==> src/sv/wkt_ram.sv <==
module wkt_ram #(
   parameter int WIDTH = 8,
   parameter int DEPTH = 16
) (
   input  logic                                         clock,
   input  logic                                         wr_en,
   input  logic [((DEPTH > 1) ? $clog2(DEPTH) : 1)-1:0] wr_addr,
   input  logic [WIDTH-1:0]                             wr_data,
   input  logic                                         rd_en,
   input  logic [((DEPTH > 1) ? $clog2(DEPTH) : 1)-1:0] rd_addr,
   output logic [WIDTH-1:0]                             rd_data
);

   logic [WIDTH-1:0] mem_ff [DEPTH];
   logic [WIDTH-1:0] rd_data_ff;

   always_ff @(posedge clock) begin
      if (wr_en) begin
         mem_ff[wr_addr] <= wr_data;
      end
      if (rd_en) begin
         rd_data_ff <= mem_ff[rd_addr];
      end
   end

   assign rd_data = rd_data_ff;

endmodule

==> config.mk <==
export PLATFORM = sky130hd
export DESIGN_NAME = wkt_ram
export DESIGN_NICKNAME = d
export VERILOG_FILES = /design/src/sv/wkt_ram.sv
export SDC_FILE = /design/constraint.sdc
export NUM_CORES = 1
export LEC_CHECK = 0
export BUFFER_PORTS_ARGS = -buffer_cell sky130_fd_sc_hd__buf_2
export CAP_MARGIN = 30
export CORE_MARGIN = 3
export CORE_UTILIZATION = 54
export CTS_BUF_LIST = sky130_fd_sc_hd__clkbuf_16
export CTS_CLUSTER_DIAMETER = 100
export DETAILED_ROUTE_END_ITERATION = 12
export GPL_TIMING_DRIVEN = 0
export PLACE_DENSITY_LB_ADDON = 0.2
export SLEW_MARGIN = 20
export SYNTH_ARGS = -nofsm -noshare
export SYNTH_HDL_FRONTEND = slang
export SYNTH_SLANG_ARGS = --single-unit
==> constraint.sdc <==
create_clock -name clock -period 1.8 [get_ports clock]
set_clock_uncertainty 0.2 [all_clocks]
set_input_delay 0.09 -clock clock [delete_from_list [all_inputs] [get_ports clock]]
set_output_delay 0.09 -clock clock [all_outputs]
set_load 0.05 [all_outputs]
==> results.py, run 1 <==
metrics = {
    "die": {
        "core_area_um2": 9330,
        "ioPinCount": 27,
        "die_area_um2": 10900,
        "dieWidth_um": 104,
        "rows": 35,
        "initial_core_util_pct": 56.0,
        "die_height_um": 104,
    },
    "logic_synthesis": {
        "ys_ff_latch": 136,
        "async_reset_ff_share_pct": 0,
        "synthCells": 229,
        "synth_area_um2": 5230,
        "synth_ff_type": "edfxtp_1",
        "syn_avg_cell_area_um2": 22.8,
        "syn-num-nets": 248,
        "yosysSeqAreaShare_pct": 78.1,
        "synth-edff-count": 136,
        "synth_cell_types": 18,
        "ys_warn_count": 0,
    },
    "final_layout": {
        "utilization_pct": 66.0,
        "multi_input_area_um2": 1080,
        "nFillCells": 600,
        "final_common_cell": "edfxtp_1",
        "final_nets": 301,
        "final_cell_mix": "edfxtp_1 (136), buf_2 (28), mux4_2 (18)",
        "stdcell_area_um2": 6150,
        "seqCellArea_um2": 4080,
        "diodes": 0,
        "layout-drive-gt1-share_pct": 28.1,
        "area.growth.synth_to_final_pct": 17.7,
    },
    "clock_network": {
        "cts_tree": "done",
        "cts_made_buffers": 17,
        "cts_max_path_buffers": 2,
        "clock-sinks": 136,
        "h-tree-depth": 4,
        "root_buffer": "clkbuf_16",
        "cts.clk_slew.worst_paths_ns": 0.05,
        "clk_latency_ns": 0.40,
    },
    "drt": {
        "avgViaCountPerCell": 5.63,
        "first_iter_violations": 246,
        "antenna_left": 0,
        "dr.pass1.iters": 5,
        "num_vias": 2389,
        "drt-total-wl_um": 9470,
        "drc": 0,
        "wl_per_cell_um": 22.3,
    },
    "timing": {
        "maxSlewViolCount": 0,
        "fin_setup_tns_ns": 0,
        "setup_viol": 0,
        "post-route-period-util_pct": 94.0,
        "whs_ns": 0.0187,
        "slew_headroom_pct": 45.8,
        "max_freq_mhz": 591,
        "rsz0062_at_grt": "no",
        "hold_viol": 0,
        "min_period_ns": 1.69,
        "worst_pin_slew_ns": 0.810,
    },
    "worst_hold_path": {
        "worstHoldPathCells": 2,
        "min_from": "wr_addr[1]",
        "min_to": "mem_ff[4][3]",
        "hp-class": "in2reg",
    },
    "grt": {
        "grt_pass1_vias": 2527,
        "grt_use_total_pct": 18.9,
        "grt-ovfl-total": 0,
        "antenna_found_initial": 0,
        "grt_pass1_wl_um": 14800,
        "grt_max_degree": 17,
    },
    "setup_path": {
        "rr_endpoint": "rd_data[2]",
        "worstSetupPathType": "reg2reg",
        "reg2reg_depth": 3,
        "crit_required_ns": 1.75,
        "critPathMaxFanout": 1,
        "ff2ff_setup_slack_ns": 0.11,
        "worstSetupStartpointType": "flop",
        "end_kind": "flop",
        "cp-startpoint": "mem_ff[6][2]",
        "cp.arrival_ns": 1.64,
        "rr_startpoint": "mem_ff[6][2]",
    },
    "flow_run": {
        "max-cap-violations": 0,
    },
    "placement": {
        "post_dp_cell_area_um2": 5530,
        "io_buffer_count": 25,
        "place_congestion": 0.722,
        "hpwl_um": 5960,
    },
    "pwr": {
        "power_density_nw_per_um2": 1140,
        "p_total_w": 0.00699,
        "leakage_nw": 2.06,
        "ir_drop_mv": 0.757,
    },
    "outcome": {
        "status": "finished clean",
    },
}
==> worst max-delay path by stage <==
stage	endpoint	slack, ns	cells past startpoint
after floorplan	mem_ff[0][0]	0.02	2
after global placement	mem_ff[0][4]	-0.53	3
after detailed placement	mem_ff[1][4]	-0.18	3
after CTS	rd_data[0]	0.03	3
after global routing	rd_data[2]	0.001	3
final	rd_data[2]	0.11	3
==> cell usage after synthesis, types with 2 or more instances <==
library cell | number | area [um2]
edfxtp_1 | 136 | 4080
nand3b_1 | 2 | 15.0
nor2_1 | 13 | 48.8
clkdlybuf4s25_2 | 3 | 30.0
buf_6 | 3 | 33.8
nand2b_1 | 2 | 12.5
buf_2 | 3 | 15.0
nand2_1 | 9 | 33.8
mux4_1 | 14 | 368
a22oi_1 | 16 | 120
mux4_2 | 18 | 405
nor3_1 | 4 | 20.0
==> stage by stage <==
stage | worst slack, ns | std cells
3_5_place_dp | -0.180 | 383
3_3_place_gp | -0.534 | 383
2_1_floorplan | 0.0171 | 229
6_report | 0.108 | 424
4_1_cts | 0.0255 | 424
5_1_grt | 0.00107 | 424
==> sequential cells by signal (all words and copies together) (netlist names) <==
register and cells:
mem_ff 128, rd_data 8
==> where the power goes <==
part	switching, W	total, W	internal (W)
registers	0.0000147	0.00359	0.00357
logic	0.000249	0.000400	0.000151
clock network	0.00116	0.00301	0.00184
total	0.00143	0.00699	0.00557
==> critical path: stages, from the launching register on <==
cell	delay (ns)
edfxtp_1	0.36
mux4_1	0.55
a22oi_1	0.25
nand2_1	0.08
==> cell families after synthesis <==
family | after synthesis | share of synthesized area (%)
multiplexers | 32 | 14.8
buffers and inverters | 10 | 1.65
AO/OA/AOI/OAI | 16 | 2.30
flip-flops | 136 | 78.1
AND/OR/NAND/NOR | 35 | 3.14
==> layout make-up <==
| type | count | share of cell area (%) |
|---|---|---|
| buffer | 10 | 1.40 |
| timing repair buffer | 34 | 3.50 |
| clock buffer | 17 | 6.91 |
| sequential | 136 | 66.4 |
| clock inverter | 15 | 1.59 |
| multi-input combinational | 83 | 17.6 |
| tap | 129 | 2.62 |
==> layer usage <==
metal  global-route usage [%]  vias to the layer above  part of all wire (%)
met4                     5.89                        0                   1.1
met3                     5.15                        9                   7.6
li1                         -                     1086                     -
met2                     27.9                       88                    48
met5                        0                        -                     0
met1                     27.9                     1206                    43
==> repair_timing <==
action                                 CTS  global route
setup endpoints to repair                0             1
setup buffers                            0             0
gates resized for setup                  0             1
endpoints found under the hold margin  136             0
hold buffers                             9             0
(Power assumes the default switching activity.)
==> inputs of run 2 (changes only) <==
--- a/config.mk
+++ b/config.mk
@@ -13,7 +13,8 @@
 export CTS_CLUSTER_DIAMETER = 100
 export DETAILED_ROUTE_END_ITERATION = 12
 export GPL_TIMING_DRIVEN = 0
-export PLACE_DENSITY_LB_ADDON = 0.2
+export PLACE_DENSITY = 0.74
+export SETUP_SLACK_MARGIN = 0.2
 export SLEW_MARGIN = 20
 export SYNTH_ARGS = -nofsm -noshare
 export SYNTH_HDL_FRONTEND = slang
==> run 2 against run 1 <==
  * Worst setup slack improved by 0.021 ns
  * Maximum frequency increased by 1.3%
  * Cell area increased by 1.2%
  * Sequential power about the same
  * Non-clock buffer count unchanged
  * Global-route usage increased by 1.0 points
  * Register-to-register slack improved by 0.02 ns
==> results.py, run 2 (same netlist as run 1, synthesis figures left out) <==
metrics = {
    "clock_network": {
        "clock-sinks": 136,
        "root_buffer": "clkbuf_16",
        "post_cts_buffers": 0,
        "cts_tree": "done",
        "cts_made_buffers": 17,
        "h-tree-depth": 4,
        "cts.clk_slew.worst_paths_ns": 0.05,
        "clk_latency_ns": 0.40,
        "cts_max_path_buffers": 2,
    },
    "final_layout": {
        "area.growth.synth_to_final_pct": 19.1,
        "largest_register_ffs": 128,
        "final_nets": 301,
        "regMostFlops": "mem_ff",
        "final_common_cell": "edfxtp_1",
        "diodes": 0,
        "layout-drive-gt1-share_pct": 37.3,
        "final_cell_mix": "edfxtp_1 (136), mux4_2 (29), buf_2 (28)",
    },
    "placement": {
        "hpwl_um": 6020,
        "io_buffer_count": 25,
        "place_congestion": 0.693,
    },
    "setup_path": {
        "crit_required_ns": 1.74,
        "critPathMaxStageDelay_ns": 0.53,
        "ff2ff_setup_slack_ns": 0.13,
        "rr_startpoint": "mem_ff[7][7]",
        "crit_path_top_delay_cell": "mux4_2",
        "cp.arrival_ns": 1.61,
        "cp_num_buf_inv": 0,
        "path_delay_family": "multiplexers",
        "worstSetupPathType": "reg2reg",
        "critPathMaxFanout": 1,
        "cp_cell_sequence": "mux4_2 -> a22oi_2 -> nand2_1",
        "reg2reg_depth": 3,
        "end_kind": "flop",
        "rr_endpoint": "rd_data[7]",
        "worstSetupStartpointType": "flop",
    },
    "outcome": {
        "status": "finished clean",
    },
    "timing": {
        "maxSlewViolCount": 0,
        "whs_ns": 0.0356,
        "rsz0062_at_grt": "yes",
        "post-route-period-util_pct": 92.8,
        "max_freq_mhz": 599,
        "hold_viol": 0,
        "slew_headroom_pct": 43.3,
        "min_period_ns": 1.67,
        "worst_pin_slew_ns": 0.848,
        "setup_viol": 0,
        "fin_setup_tns_ns": 0,
    },
    "drt": {
        "drt-total-wl_um": 9990,
        "dr.pass1.iters": 6,
        "wl_per_cell_um": 23.6,
        "first_iter_violations": 277,
        "antenna_left": 0,
        "avgViaCountPerCell": 5.81,
        "drc": 0,
        "num_vias": 2465,
    },
    "pwr": {
        "ir_drop_mv": 0.654,
        "p_total_w": 0.00739,
        "power_density_nw_per_um2": 1190,
        "leakage_nw": 2.03,
    },
    "die": {
        "ioPinCount": 27,
        "die_height_um": 104,
        "initial_core_util_pct": 56.0,
        "dieWidth_um": 104,
        "core_area_um2": 9330,
        "die_area_um2": 10900,
        "rows": 35,
    },
    "grt": {
        "grt_pass1_vias": 2518,
        "grt-ovfl-total": 0,
        "grt_max_degree": 17,
        "grt_pass1_wl_um": 15400,
        "antenna_found_initial": 0,
        "grt_use_total_pct": 19.9,
    },
    "worst_hold_path": {
        "min_to": "mem_ff[12][5]",
        "worstHoldPathCells": 2,
        "hp-class": "in2reg",
        "min_from": "wr_addr[1]",
    },
    "flow_run": {
        "max-cap-violations": 0,
    },
}
==> run 2: cell count changes in the layout (fill, tap and decap cells not counted), sizes merged <==
cell	delta
inv	-2
clkinvlp	+2
clkinv	-2
bufinv	+2
==> run 2: cell type report <==
class	count	area [um2]
multi-input cells	83	1090
fillers	606	3100
repair buffers	34	215
clock inverters	15	163
flip-flops and latches	136	4080
well taps	129	161
clock buffers	17	425
plain buffers	10	86.3
==> run 2: what timing repair did <==
action	4_1_cts	5_1_grt
hold endpoints to repair	136	0
setup endpoints to repair	8	24
resized for setup	19	4
pin swaps	8	2
hold buffers	9	0
==> run 2: routing by layer <==
layer	track usage, %	part of all wire [%]	routed length, um
met4	7.03	1.3	133
met1	28.8	43	4270
met5	0	0	0
met3	4.90	6.6	656
met2	30.1	49	4930
==> run 2: worst max path at each step <==
stage	start	to	slack, ns	cells after the start
after global routing	mem_ff[7][7]	rd_data[7]	0.11	3
after global placement	wr_addr[2]	mem_ff[8][1]	-0.25	3
after floorplan	rd_addr[0]	rd_data[1]	0.23	5
after CTS	mem_ff[2][0]	rd_data[0]	0.14	3
final	mem_ff[7][7]	rd_data[7]	0.13	3
after detailed placement	wr_addr[2]	mem_ff[3][4]	-0.18	3
==> run 2: power by group <==
part           leakage, nW  internal [W]  switching, W  total (W)
registers             1.24       0.00357     0.0000171    0.00359
clock network        0.281       0.00215       0.00123    0.00338
logic                0.518      0.000161      0.000264   0.000425
total                 2.03       0.00588       0.00151    0.00739
==> run 2: per-stage QoR <==
step	setup slack [ns]	cells	utilization [%]	instance area, um2
after floorplan	0.228	229	-	5230
after detailed placement	-0.179	383	59.3	5530
after global routing	0.111	424	66.7	6230
after global placement	-0.246	383	59.2	5520
final	0.129	424	66.7	6230
after CTS	0.142	424	66.7	6220
